===== src/rtl/lcs_pkg.sv =====
package lcs_pkg;

	localparam int MAX_CARDS = 64;
	localparam int IDX_W     = 6;
	localparam int SIZE_W    = 7;
	localparam int RNG_W     = 32;
	localparam int DVD_W     = RNG_W - 1;
	localparam int DCNT_W    = 5;

	localparam logic [RNG_W-1:0] LCG_MUL  = 32'd314159267;
	localparam logic [RNG_W-1:0] LCG_ADD  = 32'd13579;
	localparam logic [RNG_W-1:0] LCG_WRAP = 32'hFFFF_FFFF;
	localparam logic [SIZE_W-1:0] SIZE_MAX = SIZE_W'(MAX_CARDS);

	typedef enum logic [3:0] {
		S_IDLE,
		S_INIT,
		S_KSEL,
		S_MUL,
		S_ADD,
		S_DIVLD,
		S_DIV,
		S_RDI,
		S_RDP,
		S_CAPB,
		S_WRI,
		S_WRP,
		S_ORD,
		S_OSHOW
	} state_t;

	typedef struct packed {
		logic accept;
		logic init_wr;
		logic load_k;
		logic mul;
		logic add;
		logic div_load;
		logic div_step;
		logic rd_p;
		logic cap_a;
		logic cap_b;
		logic wr_i;
		logic wr_p;
		logic inc_i;
		logic clr_i;
	} cmd_t;

	typedef struct packed {
		logic size_zero;
		logic i_last;
		logic steps_done;
		logic div_last;
	} status_t;

	// x mod 3 by digit folding: 256 and 4 are both 1 mod 3
	function automatic logic [1:0] mod3(input logic [RNG_W-1:0] x);
		logic [9:0] b;
		logic [3:0] c;
		logic [2:0] d;
		logic [2:0] e;
		b = 10'(x[7:0]) + 10'(x[15:8]) + 10'(x[23:16]) + 10'(x[31:24]);
		c = 4'(b[1:0]) + 4'(b[3:2]) + 4'(b[5:4]) + 4'(b[7:6]) + 4'(b[9:8]);
		d = 3'(c[1:0]) + 3'(c[3:2]);
		e = (d >= 3'd3) ? d - 3'd3 : d;
		return (e == 3'd3) ? 2'd0 : e[1:0];
	endfunction

endpackage


===== src/rtl/lcg_card_shuffler_unit.sv =====
// Fisher-Yates card shuffler. A request (start while busy is low) carries a deck
// size and a reseed flag; sizes above 64 act as 64, a zero size only applies the
// reseed. The deck memory is loaded with identity, then one generator draw and
// swap is done per position, and the cards are then sent in position order on
// result_valid, with last on the final card. Results cannot be stalled. Each draw
// takes one to three generator steps (multiply, then add and wrap), then the
// one-bit-a-cycle remainder unit, then a swap (read i, read pos, capture, write i,
// write pos) on the single-read-port deck memory. The user must write the seed
// register with cfg_wr_en only while idle; the block itself does not enforce it.
module lcg_card_shuffler_unit
	import lcs_pkg::*;
(
	input  logic              clk,
	input  logic              arst_n,
	input  logic              start,
	output logic              busy,
	input  logic [SIZE_W-1:0] deck_size,
	input  logic              reseed,
	input  logic              cfg_wr_en,
	input  logic [RNG_W-1:0]  cfg_wr_data,
	output logic              result_valid,
	output logic [IDX_W-1:0]  position,
	output logic [IDX_W-1:0]  card,
	output logic              last
);

	cmd_t    cmd;
	status_t status;

	lcs_ctrl u_ctrl (
		.clk         (clk),
		.arst_n      (arst_n),
		.start       (start),
		.status      (status),
		.cmd         (cmd),
		.busy        (busy),
		.result_valid(result_valid)
	);

	lcs_dp u_dp (
		.clk        (clk),
		.arst_n     (arst_n),
		.cmd        (cmd),
		.status     (status),
		.deck_size  (deck_size),
		.reseed     (reseed),
		.cfg_wr_en  (cfg_wr_en),
		.cfg_wr_data(cfg_wr_data),
		.position   (position),
		.card       (card),
		.last       (last)
	);

endmodule


===== src/rtl/lcs_ram.sv =====
module lcs_ram #(
	parameter int WIDTH = 8,
	parameter int DEPTH = 64,
	localparam int AW = (DEPTH > 1) ? $clog2(DEPTH) : 1
) (
	input  logic             clk,
	input  logic             we,
	input  logic [AW-1:0]    waddr,
	input  logic [WIDTH-1:0] wdata,
	input  logic [AW-1:0]    raddr,
	output logic [WIDTH-1:0] rdata
);

	logic [WIDTH-1:0] mem_q [DEPTH];

	always_ff @(posedge clk) begin
		if (we) begin
			mem_q[waddr] <= wdata;
		end
		rdata <= mem_q[raddr];
	end

endmodule


===== src/rtl/lcs_ctrl.sv =====
module lcs_ctrl
	import lcs_pkg::*;
(
	input  logic    clk,
	input  logic    arst_n,
	input  logic    start,
	input  status_t status,
	output cmd_t    cmd,
	output logic    busy,
	output logic    result_valid
);

	state_t state_q, state_d;

	always_ff @(posedge clk or negedge arst_n) begin
		if (!arst_n) begin
			state_q <= S_IDLE;
		end else begin
			state_q <= state_d;
		end
	end

	always_comb begin
		state_d      = state_q;
		cmd          = '0;
		busy         = (state_q != S_IDLE);
		result_valid = 1'b0;
		unique case (state_q)
			S_IDLE: begin
				if (start) begin
					cmd.accept = 1'b1;
					cmd.clr_i  = 1'b1;
					// a zero-size request only applies its reseed
					state_d    = status.size_zero ? S_IDLE : S_INIT;
				end
			end
			S_INIT: begin
				cmd.init_wr = 1'b1;
				if (status.i_last) begin
					cmd.clr_i = 1'b1;
					state_d   = S_KSEL;
				end else begin
					cmd.inc_i = 1'b1;
				end
			end
			S_KSEL: begin
				cmd.load_k = 1'b1;
				state_d    = S_MUL;
			end
			S_MUL: begin
				cmd.mul = 1'b1;
				state_d = S_ADD;
			end
			S_ADD: begin
				cmd.add = 1'b1;
				state_d = status.steps_done ? S_DIVLD : S_MUL;
			end
			S_DIVLD: begin
				cmd.div_load = 1'b1;
				state_d      = S_DIV;
			end
			S_DIV: begin
				cmd.div_step = 1'b1;
				if (status.div_last) begin
					state_d = S_RDI;
				end
			end
			S_RDI: begin
				state_d = S_RDP;
			end
			S_RDP: begin
				cmd.rd_p  = 1'b1;
				cmd.cap_a = 1'b1;
				state_d   = S_CAPB;
			end
			S_CAPB: begin
				cmd.cap_b = 1'b1;
				state_d   = S_WRI;
			end
			S_WRI: begin
				cmd.wr_i = 1'b1;
				state_d  = S_WRP;
			end
			S_WRP: begin
				cmd.wr_p = 1'b1;
				if (status.i_last) begin
					cmd.clr_i = 1'b1;
					state_d   = S_ORD;
				end else begin
					cmd.inc_i = 1'b1;
					state_d   = S_KSEL;
				end
			end
			S_ORD: begin
				state_d = S_OSHOW;
			end
			S_OSHOW: begin
				result_valid = 1'b1;
				if (status.i_last) begin
					state_d = S_IDLE;
				end else begin
					cmd.inc_i = 1'b1;
					state_d   = S_ORD;
				end
			end
			default: begin
				state_d = S_IDLE;
			end
		endcase
	end

endmodule


===== src/rtl/lcs_dp.sv =====
module lcs_dp
	import lcs_pkg::*;
(
	input  logic              clk,
	input  logic              arst_n,
	input  cmd_t              cmd,
	output status_t           status,
	input  logic [SIZE_W-1:0] deck_size,
	input  logic              reseed,
	input  logic              cfg_wr_en,
	input  logic [RNG_W-1:0]  cfg_wr_data,
	output logic [IDX_W-1:0]  position,
	output logic [IDX_W-1:0]  card,
	output logic              last
);

	logic [RNG_W-1:0]  seed_q;
	logic [RNG_W-1:0]  rng_q;
	logic [RNG_W-1:0]  prod_q;
	logic [SIZE_W-1:0] n_q;
	logic [IDX_W-1:0]  i_q;
	logic [1:0]        k_q;
	logic [DVD_W-1:0]  dvd_q;
	logic [SIZE_W-1:0] rem_q;
	logic [SIZE_W-1:0] dsr_q;
	logic [DCNT_W-1:0] dcnt_q;
	logic [IDX_W-1:0]  a_q;
	logic [IDX_W-1:0]  b_q;

	logic [RNG_W-1:0]  sum;
	logic [SIZE_W-1:0] trial;
	logic [IDX_W-1:0]  pos;
	logic              ram_we;
	logic [IDX_W-1:0]  ram_waddr;
	logic [IDX_W-1:0]  ram_wdata;
	logic [IDX_W-1:0]  ram_raddr;
	logic [IDX_W-1:0]  ram_rdata;

	assign sum   = prod_q + LCG_ADD;
	// remainder stays below 64, so its low six bits carry it
	assign trial = {rem_q[IDX_W-1:0], dvd_q[DVD_W-1]};
	assign pos   = i_q + rem_q[IDX_W-1:0];

	assign status.size_zero  = (deck_size == '0);
	assign status.i_last     = ({1'b0, i_q} + SIZE_W'(1) == n_q);
	assign status.steps_done = (k_q == 2'd0);
	assign status.div_last   = (dcnt_q == '0);

	always_ff @(posedge clk or negedge arst_n) begin
		if (!arst_n) begin
			seed_q <= 32'd1;
			rng_q  <= 32'd1;
		end else begin
			if (cfg_wr_en) begin
				seed_q <= cfg_wr_data;
			end
			if (cmd.accept && reseed) begin
				rng_q <= seed_q;
			end else if (cmd.add) begin
				rng_q <= (sum == LCG_WRAP) ? '0 : sum;
			end
		end
	end

	always_ff @(posedge clk) begin
		if (cmd.accept) begin
			n_q <= (deck_size > SIZE_MAX) ? SIZE_MAX : deck_size;
		end
		if (cmd.clr_i) begin
			i_q <= '0;
		end else if (cmd.inc_i) begin
			i_q <= i_q + IDX_W'(1);
		end
		if (cmd.load_k) begin
			k_q <= mod3(rng_q);
		end else if (cmd.add) begin
			k_q <= k_q - 2'd1;
		end
		if (cmd.mul) begin
			prod_q <= RNG_W'(rng_q * LCG_MUL);
		end
		if (cmd.div_load) begin
			dvd_q  <= rng_q[RNG_W-1:1];
			rem_q  <= '0;
			dsr_q  <= n_q - {1'b0, i_q};
			dcnt_q <= DCNT_W'(DVD_W - 1);
		end else if (cmd.div_step) begin
			dvd_q  <= {dvd_q[DVD_W-2:0], 1'b0};
			rem_q  <= (trial >= dsr_q) ? trial - dsr_q : trial;
			dcnt_q <= dcnt_q - DCNT_W'(1);
		end
		if (cmd.cap_a) begin
			a_q <= ram_rdata;
		end
		if (cmd.cap_b) begin
			b_q <= ram_rdata;
		end
	end

	always_comb begin
		ram_we    = cmd.init_wr | cmd.wr_i | cmd.wr_p;
		ram_waddr = cmd.wr_p ? pos : i_q;
		priority if (cmd.init_wr) begin
			ram_wdata = i_q;
		end else if (cmd.wr_i) begin
			ram_wdata = b_q;
		end else begin
			ram_wdata = a_q;
		end
		ram_raddr = cmd.rd_p ? pos : i_q;
	end

	lcs_ram #(
		.WIDTH(IDX_W),
		.DEPTH(MAX_CARDS)
	) u_deck (
		.clk  (clk),
		.we   (ram_we),
		.waddr(ram_waddr),
		.wdata(ram_wdata),
		.raddr(ram_raddr),
		.rdata(ram_rdata)
	);

	assign position = i_q;
	assign card     = ram_rdata;
	assign last     = status.i_last;

endmodule


===== config.mk =====
export PLATFORM = sky130hd
export DESIGN_NAME = lcg_card_shuffler_unit
export DESIGN_NICKNAME = d
export VERILOG_FILES = /design/src/rtl/lcs_pkg.sv /design/src/rtl/lcg_card_shuffler_unit.sv /design/src/rtl/lcs_ram.sv /design/src/rtl/lcs_ctrl.sv /design/src/rtl/lcs_dp.sv
export SDC_FILE = /design/constraint.sdc
export NUM_CORES = 1
export LEC_CHECK = 0
export ABC_AREA = 1
export BUFFER_PORTS_ARGS = -buffer_cell sky130_fd_sc_hd__buf_2
export CAP_MARGIN = 20
export CORE_UTILIZATION = 65
export CTS_BUF_LIST = sky130_fd_sc_hd__clkbuf_8 sky130_fd_sc_hd__clkbuf_16
export DETAILED_ROUTE_END_ITERATION = 8
export PLACE_DENSITY_LB_ADDON = 0.15
export SYNTH_ARGS = -nofsm -noshare
export SYNTH_HDL_FRONTEND = slang
export SYNTH_SLANG_ARGS = --single-unit

===== constraint.sdc =====
create_clock -name clk -period 15.2 [get_ports clk]
set_clock_uncertainty 0.15 [all_clocks]
set_input_delay 0 -clock clk [delete_from_list [all_inputs] [get_ports clk]]
set_output_delay 0 -clock clk [all_outputs]
set_load 0.02 [all_outputs]

# After elaboration in Yosys (flattened, before gate mapping)
# Memory sizes are Yosys's and may differ from the RTL's. A register that Yosys moved wholly into a read port is not among the register bits.
# Cells that the tools add are included.
[word_totals]
reg_bits = 176
mem_bits_rw = 384
inputBits = 44
wordCells = 109
mem_count = 1
[op_classes]
addsub = 17
mul = 1
magnitude_cmp = 3
n_eq_ne = 19
muxes = 41
n_bitwise = 2
n_reduce_logical = 12
[memory_table]
columns = ["name", "words", "word_bits", "read_ports", "rd_ports_with_merged_regs", "write_ports", "line_no", "text"]
rows = [
  ["u_dp.u_deck.mem_q", 64, 6, 1, 1, 1, "lcs_ram.sv:14", "logic [WIDTH-1:0] mem_q [DEPTH];"],
]
[ops]
columns = ["cell", "n"]
rows = [
  ["32-bit two-way mux", 3],
  ["31-bit two-way mux", 2],
  ["4-bit case mux with 14 select lines", 1],
  ["32-bit by 14-bit adder with 32-bit output, second input constant", 1],
  ["32-bit equality test, second input constant", 1],
  ["32-bit by 29-bit multiplier with 32-bit output, second input constant", 1],
  ["6-bit two-way mux", 5],
  ["4-bit equality test, second input constant", 6],
  ["10-bit by 8-bit adder with 10-bit output", 2],
  ["4-bit two-way mux", 5],
  ["1-bit two-way mux", 18],
  ["4-bit by 3-bit equality test with 1-bit output, second input constant", 4],
  ["4-bit by 2-bit adder with 4-bit output", 3],
  ["8-bit by 8-bit adder with 9-bit output", 1],
  ["4-bit by 2-bit equality test with 1-bit output, second input constant", 2],
  ["2-bit two-way mux", 4],
  ["6-bit by 1-bit adder with 7-bit output, second input constant", 1],
  ["7-bit equality test", 1],
  ["7-bit greater-or-equal comparator", 1],
  ["7-bit > comparator, second input constant", 1],
  ["7-bit zero test", 1],
  ["7-bit by 6-bit subtractor with 7-bit output", 1],
  ["2-bit by 2-bit adder with 3-bit output", 2],
  ["6-bit by 1-bit adder with 6-bit output, second input constant", 1],
  ["other kinds (21)", 27],
]

# Logic depth before layout (Yosys ltp)
# Gate-level depths: netlist of the first run.
[depth]
word_depth = 13
ltp_mapped = 34
ltp_nobuf = 34

# By module
# A second synthesis of the first run with hierarchy kept.
[hier_totals]
cells_unflattened = 3491
hier_area_um2 = 34002.6
[modules_own_cells]
columns = ["mod", "n_inst", "cells_each", "area_per_inst_um2", "seq_area_each_um2"]
rows = [
  ["lcs_dp", 1, 2041, 17626.9, 4677.0],
  ["lcs_ram", 1, 1376, 15930.3, 11651.2],
  ["lcs_ctrl", 1, 74, 445.4, 100.1],
]

# Worst setup path after synthesis of the first run
# Ideal clock, no wire load.
[synth_path]
path_type = "reg2reg"
start = "register u_dp.rng_q[0]"
end = "register u_dp.k_q[0], data pin"
setup_time_ns = 0.261
arrival_ns = 6.651
t_required_ns = 14.789
slack_ns = 8.138
stages_incl_launch_ff = 32
period_less_slack_ns = 7.062
path_cell_list = "dfstp_2 -> ha_1 -> inv_1 -> fa_1 -> fa_1 -> inv_1 -> ha_1 -> inv_1 -> fa_1 -> inv_1 -> ha_1 -> fa_1 -> fa_1 -> inv_1 -> fa_1 -> inv_1 -> ha_1 -> inv_1 -> fa_1 -> inv_1 -> ha_1 -> inv_1 -> fa_1 -> inv_1 -> ha_1 -> ha_1 -> nor2_1 -> nand2_1 -> o21ai_0 -> nand3_1 -> nand3_1 -> o21ai_0"
[synth_between]
elab_chain_cells = 13
word_cells_on_any_way = 14
classes_between = "add/sub (9); order compare (1); eq/ne (1); mux (3)"
[synth_lines]
columns = ["element", "line_no", "text"]
rows = [
  ["start: declaration", "lcs_dp.sv:18", "logic [RNG_W-1:0] rng_q;"],
  ["start signal: assignment", "lcs_dp.sv:58", "rng_q <= seed_q;"],
  ["start signal: assignment", "lcs_dp.sv:60", "rng_q <= (sum == LCG_WRAP) ? '0 : sum;"],
  ["8-bit by 8-bit adder with 9-bit output (*)", "lcs_pkg.sv:62", "b = 10'(x[7:0]) + 10'(x[15:8]) + 10'(x[23:16]) + 10'(x[31:24]);"],
  ["10-bit by 8-bit adder with 10-bit output (*) (2 in series)", "lcs_pkg.sv:62", ""],
  ["2-bit by 2-bit adder with 3-bit output", "lcs_pkg.sv:63", "c = 4'(b[1:0]) + 4'(b[3:2]) + 4'(b[5:4]) + 4'(b[7:6]) + 4'(b[9:8]);"],
  ["4-bit by 2-bit adder with 4-bit output (2 in series)", "lcs_pkg.sv:63", ""],
  ["4-bit by 2-bit adder with 4-bit output (*)", "lcs_pkg.sv:63", ""],
  ["2-bit by 2-bit adder with 3-bit output (*)", "lcs_pkg.sv:64", "d = 3'(c[1:0]) + 3'(c[3:2]);"],
  ["3-bit by 2-bit subtractor with 3-bit output or 3-bit by 2-bit greater-or-equal comparator with 1-bit output (tied branches)", "lcs_pkg.sv:65", "e = (d >= 3'd3) ? d - 3'd3 : d;"],
  ["3-bit two-way mux (*)", "lcs_pkg.sv:65", ""],
  ["3-bit by 2-bit equality test with 1-bit output", "lcs_pkg.sv:66", "return (e == 3'd3) ? 2'd0 : e[1:0];"],
  ["2-bit two-way mux (*)", "lcs_pkg.sv:66", ""],
  ["2-bit two-way mux (*)", "lcs_dp.sv:74", "if (cmd.load_k) begin"],
  ["end signal: assignment", "lcs_dp.sv:75", "k_q <= mod3(rng_q);"],
  ["end signal: assignment", "lcs_dp.sv:77", "k_q <= k_q - 2'd1;"],
  ["end: declaration", "lcs_dp.sv:22", "logic [1:0] k_q;"],
]
# Every way passes the cells marked *; elsewhere a longest branch is shown, timed or not.
# A chain may end at the register's enable or synchronous reset.

# Final worst setup path of the first run
[layout_path]
start = "register u_dp.rng_q[0]"
end = "register u_dp.k_q[1], data pin"
# Same word-level chain as after synthesis.

==> impl_metrics.yaml, run 1 <==
critical_path:
  crit_type: "flop to flop"
  crit_fanout: 12
  cpMostUsedCell: "inv_1"
  max_stage_delay_ns: 0.75
  worstPathRequired_ns: 15.44
  end_kind: "flop"
  slowest_stage: "dfstp_2"
  startpoint_type: "flop"
  cp.arrival_ns: 8.18
  rr_worst_depth: 33
clock_network:
  root_buffer: "clkbuf_16"
  cts_resized: 0
  cts_tree: "done"
  cts.clk_slew.worst_paths_ns: 0.07
  numClockSinks: 566
  clock_latency_ns: 0.66
  cts_buffers: 57
  clock_path_buffers: 3
  htreeDepth: 2
job:
  cap_violations: 0
synth:
  async_flop_share_pct: 12.01
  syn_nets: 3736
  netlist_instances: 3315
  synth.cell_area_um2: 33830
  ys_ff_latch: 566
  seq_area_frac_synth_pct: 48.56
  yosys_warnings: 0
  ys_types: 52
  synth-edff-count: 475
  avgSynthCellArea_um2: 10.20
  ys.flop_type: "edfxtp_1"
cells_and_area:
  syn_to_final_growth_pct: 12.49
  fill_cells: 3499
  final_common_cell: "inv_1"
  seq_area_um2: 16430
  drive_gt1_share_pct: 6.014
  multi_input_area_um2: 14550
  final_cell_mix: "630 x inv_1, 475 x edfxtp_1, 392 x nand2_1, 269 x o21ai_0, 225 x nor2_1"
  nets: 3898
detailed_routing:
  vias: 25120
  viasPerCell: 5.970
  first_iter_violations: 2706
  drc: 0
  antenna_left: 0
  wl_per_cell_um: 21.97
  drt-total-wl_um: 92440
  dr.pass1.iters: 6
die:
  pin_count: 59
  initial_core_util_pct: 65.81
  dieArea_um2: 52960
  die_w_um: 230.1
  fp-row-count: 83
  core-area_um2: 51410
  die_h_um: 230.1
worst_hold_path:
  hold_path.class: "input pin to flop"
  min_path_cells: 4
timing:
  setup_violations: 0
  clock.fmax_mhz: 125.9
  min_period_over_period_pct: 52.28
  fin_setup_tns_ns: 0
  whs_ns: 0.09840
  maxSlewViolCount: 0
  worst_slew_pin_slew_ns: 1.109
  finalCriticalPeriod_ns: 7.946
  rsz0062_at_grt: "no"
  slew_headroom_pct: 26.09
  final-hold-violation-count: 0
global_route:
  grt-ovfl-total: 0
  antenna_found_initial: 2
  grt_max_degree: 98
  first_global_vias: 24920
  grt_use_total_pct: 35.69
  grt_first_pass_wirelength_um: 142800
outcome:
  run_status: "finished clean"
place:
  gp_congestion: 0.9851
  port_buffers: 58
  dpl.hpwl_um: 61060
==> cells in the mapped netlist, drive strengths merged, types with 55 or more instances <==
master / instances / share of area (%)
buf: 72 / 1.3
o21ai: 323 / 4.9
xor2: 55 / 1.4
o211ai: 84 / 1.9
o21bai: 65 / 1.4
edfxtp: 475 / 42
nand3: 207 / 3.1
nor2: 230 / 2.6
ha: 207 / 7.7
fa: 170 / 10
nand2: 400 / 4.5
a21oi: 65 / 0.96
inv: 622 / 6.9
dfrtp: 66 / 4.9
==> through the flow <==
| stage | instances | setup WS [ns] | cell area [µm²] | utilization, % |
|---|---|---|---|---|
| after CTS | 4204 | 7.396 | 38030 | 73.98 |
| after global placement | 3959 | 7.625 | 34630 | 67.37 |
| after detailed placement | 3959 | 7.418 | 34630 | 67.37 |
| final | 4207 | 7.254 | 38060 | 74.03 |
| after floorplan | 3315 | 8.138 | 33830 | - |
| after global routing | 4206 | 6.819 | 38050 | 74.02 |
==> area by class of cell <==
cell class | instances | area share (%)
inverter | 626 | 6.188
clock buffer | 61 | 3.922
multi-input combinational | 2008 | 38.23
antenna | 2 | 0.01315
clock inverter | 46 | 1.378
tap | 680 | 2.236
sequential | 566 | 43.17
timing repair buffer | 218 | 4.859
==> cell families after synthesis <==
logic type	synth area share, %
xor gates and xnor gates	2.460
buffers and inverters	8.762
adders and majority gates	17.72
and+or+nand+nor	12.21
muxes	0.03329
DFF	48.56
AOI/OAI and AO/OA	10.25
==> state kept, by name, summed over array words and instances, names as in the netlist <==
name / cells
u_ctrl.state_q: 4
u_dp.a_q: 6
u_dp.b_q: 6
u_dp.dcnt_q: 5
u_dp.dsr_q: 7
u_dp.dvd_q: 31
u_dp.k_q: 2
u_dp.n_q: 7
u_dp.position: 6
u_dp.prod_q: 32
u_dp.rem_q: 6
u_dp.rng_q: 32
u_dp.seed_q: 32
u_dp.u_deck.mem_q: 384
u_dp.u_deck.rdata: 6
==> layer usage <==
metal | vias up | wire length, µm | GRT usage [%]
met5 | - | 0 | 0
met4 | 0 | 5874 | 20.49
met3 | 313 | 7369 | 6.176
met2 | 1262 | 44030 | 57.68
met1 | 12150 | 35170 | 45.69
li1 | 11390 | - | -
==> worst max-delay path: cells and delay by family (launching register included) <==
family,cells,cell delay (ns)
AO/OA/AOI/OAI,6,1.33
XOR/XNOR,2,0.28
adder cells (fa/ha/maj),12,4.13
buffers and inverters,8,0.49
flip-flops,1,0.75
AND/OR/NAND/NOR,5,0.58
==> worst paths after layout <==
path | from | to | slack, ns
setup / recovery | u_dp.rng_q[0] | u_dp.k_q[1] | 7.25
hold / removal | deck_size[5] | u_dp.n_q[5] | 0.1
setup reg to reg | u_dp.rng_q[0] | u_dp.k_q[1] | 7.25
hold reg to reg | u_dp.u_deck.rdata[1] | u_dp.a_q[1] | 0.32
max in group asynchronous | arst_n | u_dp.rng_q[19] | 13.31
min in group asynchronous | arst_n | u_dp.seed_q[7] | 0.53
==> repair_timing <==
| item | 4_1_cts | 5_1_grt |
|---|---|---|
| hold endpoints to repair | 123 | 0 |
| hold buffers | 138 | 0 |
| setup buffers | 0 | 0 |
Power of run 1 is left out: the tool's default activity adds up to more than one toggle a clock period on the data nets, which glitch-free logic cannot reach.
==> run 2: changes to the inputs <==
--- a/config.mk
+++ b/config.mk
@@ -8,7 +8,7 @@
 export ABC_AREA = 1
 export BUFFER_PORTS_ARGS = -buffer_cell sky130_fd_sc_hd__buf_2
 export CAP_MARGIN = 20
-export CORE_UTILIZATION = 65
+export CORE_UTILIZATION = 64
 export CTS_BUF_LIST = sky130_fd_sc_hd__clkbuf_8 sky130_fd_sc_hd__clkbuf_16
 export DETAILED_ROUTE_END_ITERATION = 8
 export PLACE_DENSITY_LB_ADDON = 0.15
==> constraint.sdc (replaced) <==
create_clock -name clk -period 7.9 [get_ports clk]
set_clock_uncertainty 0.15 [all_clocks]
set_input_delay 0 -clock clk [delete_from_list [all_inputs] [get_ports clk]]
set_output_delay 0 -clock clk [all_outputs]
set_load 0.02 [all_outputs]
==> impl_metrics.yaml, run 2 (synthesis gave the netlist of run 1 again) <==
global_route:
  antenna_found_initial: 1
  grt-ovfl-total: 0
  grt_first_pass_wirelength_um: 143500
  grt_use_total_pct: 35.40
  first_global_vias: 25450
  grt_max_degree: 113
place:
  dpl.hpwl_um: 61600
  placed_cells: 3968
  placed_cell_area_um2: 34700
  gp_congestion: 0.9747
  port_buffers: 58
detailed_routing:
  drc: 0
  first_iter_violations: 2643
  dr.pass1.iters: 5
  vias: 25070
  antenna_left: 0
  viasPerCell: 5.955
  wl_per_cell_um: 21.97
  drt-total-wl_um: 92500
critical_path:
  crit_type: "flop to flop"
  r2r_end: "u_dp.k_q[0]"
  cp.depth: 31
  r2r_slack_ns: 0.50
  crit_family: "adder cells"
  critical_path_buf_inv_count: 10
  cpMostUsedCell: "inv_1"
  end_kind: "flop"
  slowest_stage: "fa_1"
  rr_startpoint: "u_dp.rng_q[0]"
  worstPathRequired_ns: 8.11
  cp.arrival_ns: 7.62
  startpoint_type: "flop"
  max_stage_delay_ns: 0.55
  crit_fanout: 3
  rr_worst_depth: 31
die:
  core-area_um2: 51720
  fp-row-count: 83
  pin_count: 59
  dieArea_um2: 53780
  die_w_um: 231.9
  die_h_um: 231.9
  initial_core_util_pct: 65.41
timing:
  final-hold-violation-count: 0
  finalCriticalPeriod_ns: 7.404
  clock.fmax_mhz: 135.1
  slew_headroom_pct: 27.39
  setup_violations: 0
  rsz0062_at_grt: "no"
  worst_slew_pin_slew_ns: 1.089
  fin_setup_tns_ns: 0
  maxSlewViolCount: 0
  min_period_over_period_pct: 93.73
cells_and_area:
  final_common_cell: "inv_1"
  nets: 3903
  syn_to_final_growth_pct: 11.90
  drive_gt1_share_pct: 6.151
  final_cell_mix: "629 x inv_1, 475 x edfxtp_1, 392 x nand2_1, 266 x o21ai_0, 225 x nor2_1"
  largest_register_ffs: 384
  utilization_pct: 73.19
  instances_no_fill: 4210
  largest-register: "u_dp.u_deck.mem_q"
  fin_area_um2: 37850
clock_network:
  clock_latency_ns: 0.65
  htreeDepth: 2
  numClockSinks: 566
  cts.clk_slew.worst_paths_ns: 0.07
  root_buffer: "clkbuf_16"
  cts_tree: "done"
  clock_path_buffers: 3
  cts_buffers: 57
worst_hold_path:
  hold_path.class: "input pin to async pin"
outcome:
  run_status: "finished clean"
job:
  cap_violations: 0
run 2: cell count changes in the layout (fill, tap and decap cells not counted), moves of 4 or more:
| cell | before | now |
|---|---|---|
| clkinv_1 | 13 | 17 |
| dlygate4sd3_1 | 138 | 134 |
| bufinv_16 | 9 | 2 |
| buf_4 | 21 | 30 |
| clkinv_2 | 6 | 11 |
run 2: per-stage QoR:
stage,setup slack [ns],hold WS [ns]
finish,0.4956,0.01557
global route,0.01565,0.05602
CTS,0.3196,0.001606
detailed placement,0.3274,0.06487
global placement,0.5420,0.05938
floorplan,0.8379,-0.4456
run 2: final cells by class:
cell class	count	area, µm²
tap	680	850.8
antenna	2	5.005
timing repair buffer	223	1877
inverter	626	2355
multi-input combinational	2008	14550
fill	3490	13860
clock buffer	58	1451
sequential	566	16430
clock inverter	47	335.3
run 2: timing repair:
action,4_1_cts,5_1_grt
hold endpoints to repair,123,0
setup buffers,0,0
resized for setup,0,4
hold buffers,134,0
endpoints found under the setup margin,0,2
run 2: metal layers:
layer / wire length, µm / global-route usage [%]
met5: 0 / 0
met4: 6288 / 21.30
met3: 6283 / 4.850
met2: 45650 / 59.44
met1: 34280 / 43.70
run 2: how the worst max path moves through the flow:
stage / start / endpoint / slack, ns
2_1_floorplan: u_dp.rng_q[0] / u_dp.k_q[0] / 0.84
3_3_place_gp: u_dp.rng_q[9] / u_dp.k_q[0] / 0.54
3_5_place_dp: u_dp.rng_q[9] / u_dp.k_q[0] / 0.33
4_1_cts: u_dp.rng_q[9] / u_dp.k_q[0] / 0.32
5_1_grt: u_dp.rng_q[0] / u_dp.k_q[0] / 0.02
6_report: u_dp.rng_q[0] / u_dp.k_q[0] / 0.50
run 2: worst register-to-register path, delay by kind of cell (launching register included):
kind | cells | cell delay, ns
flops | 1 | 0.54
simple gates | 4 | 0.51
fa+ha+maj | 15 | 5.07
buf+inv | 10 | 0.59
compound gates | 2 | 0.29
Power of run 2 is left out for the same reason.
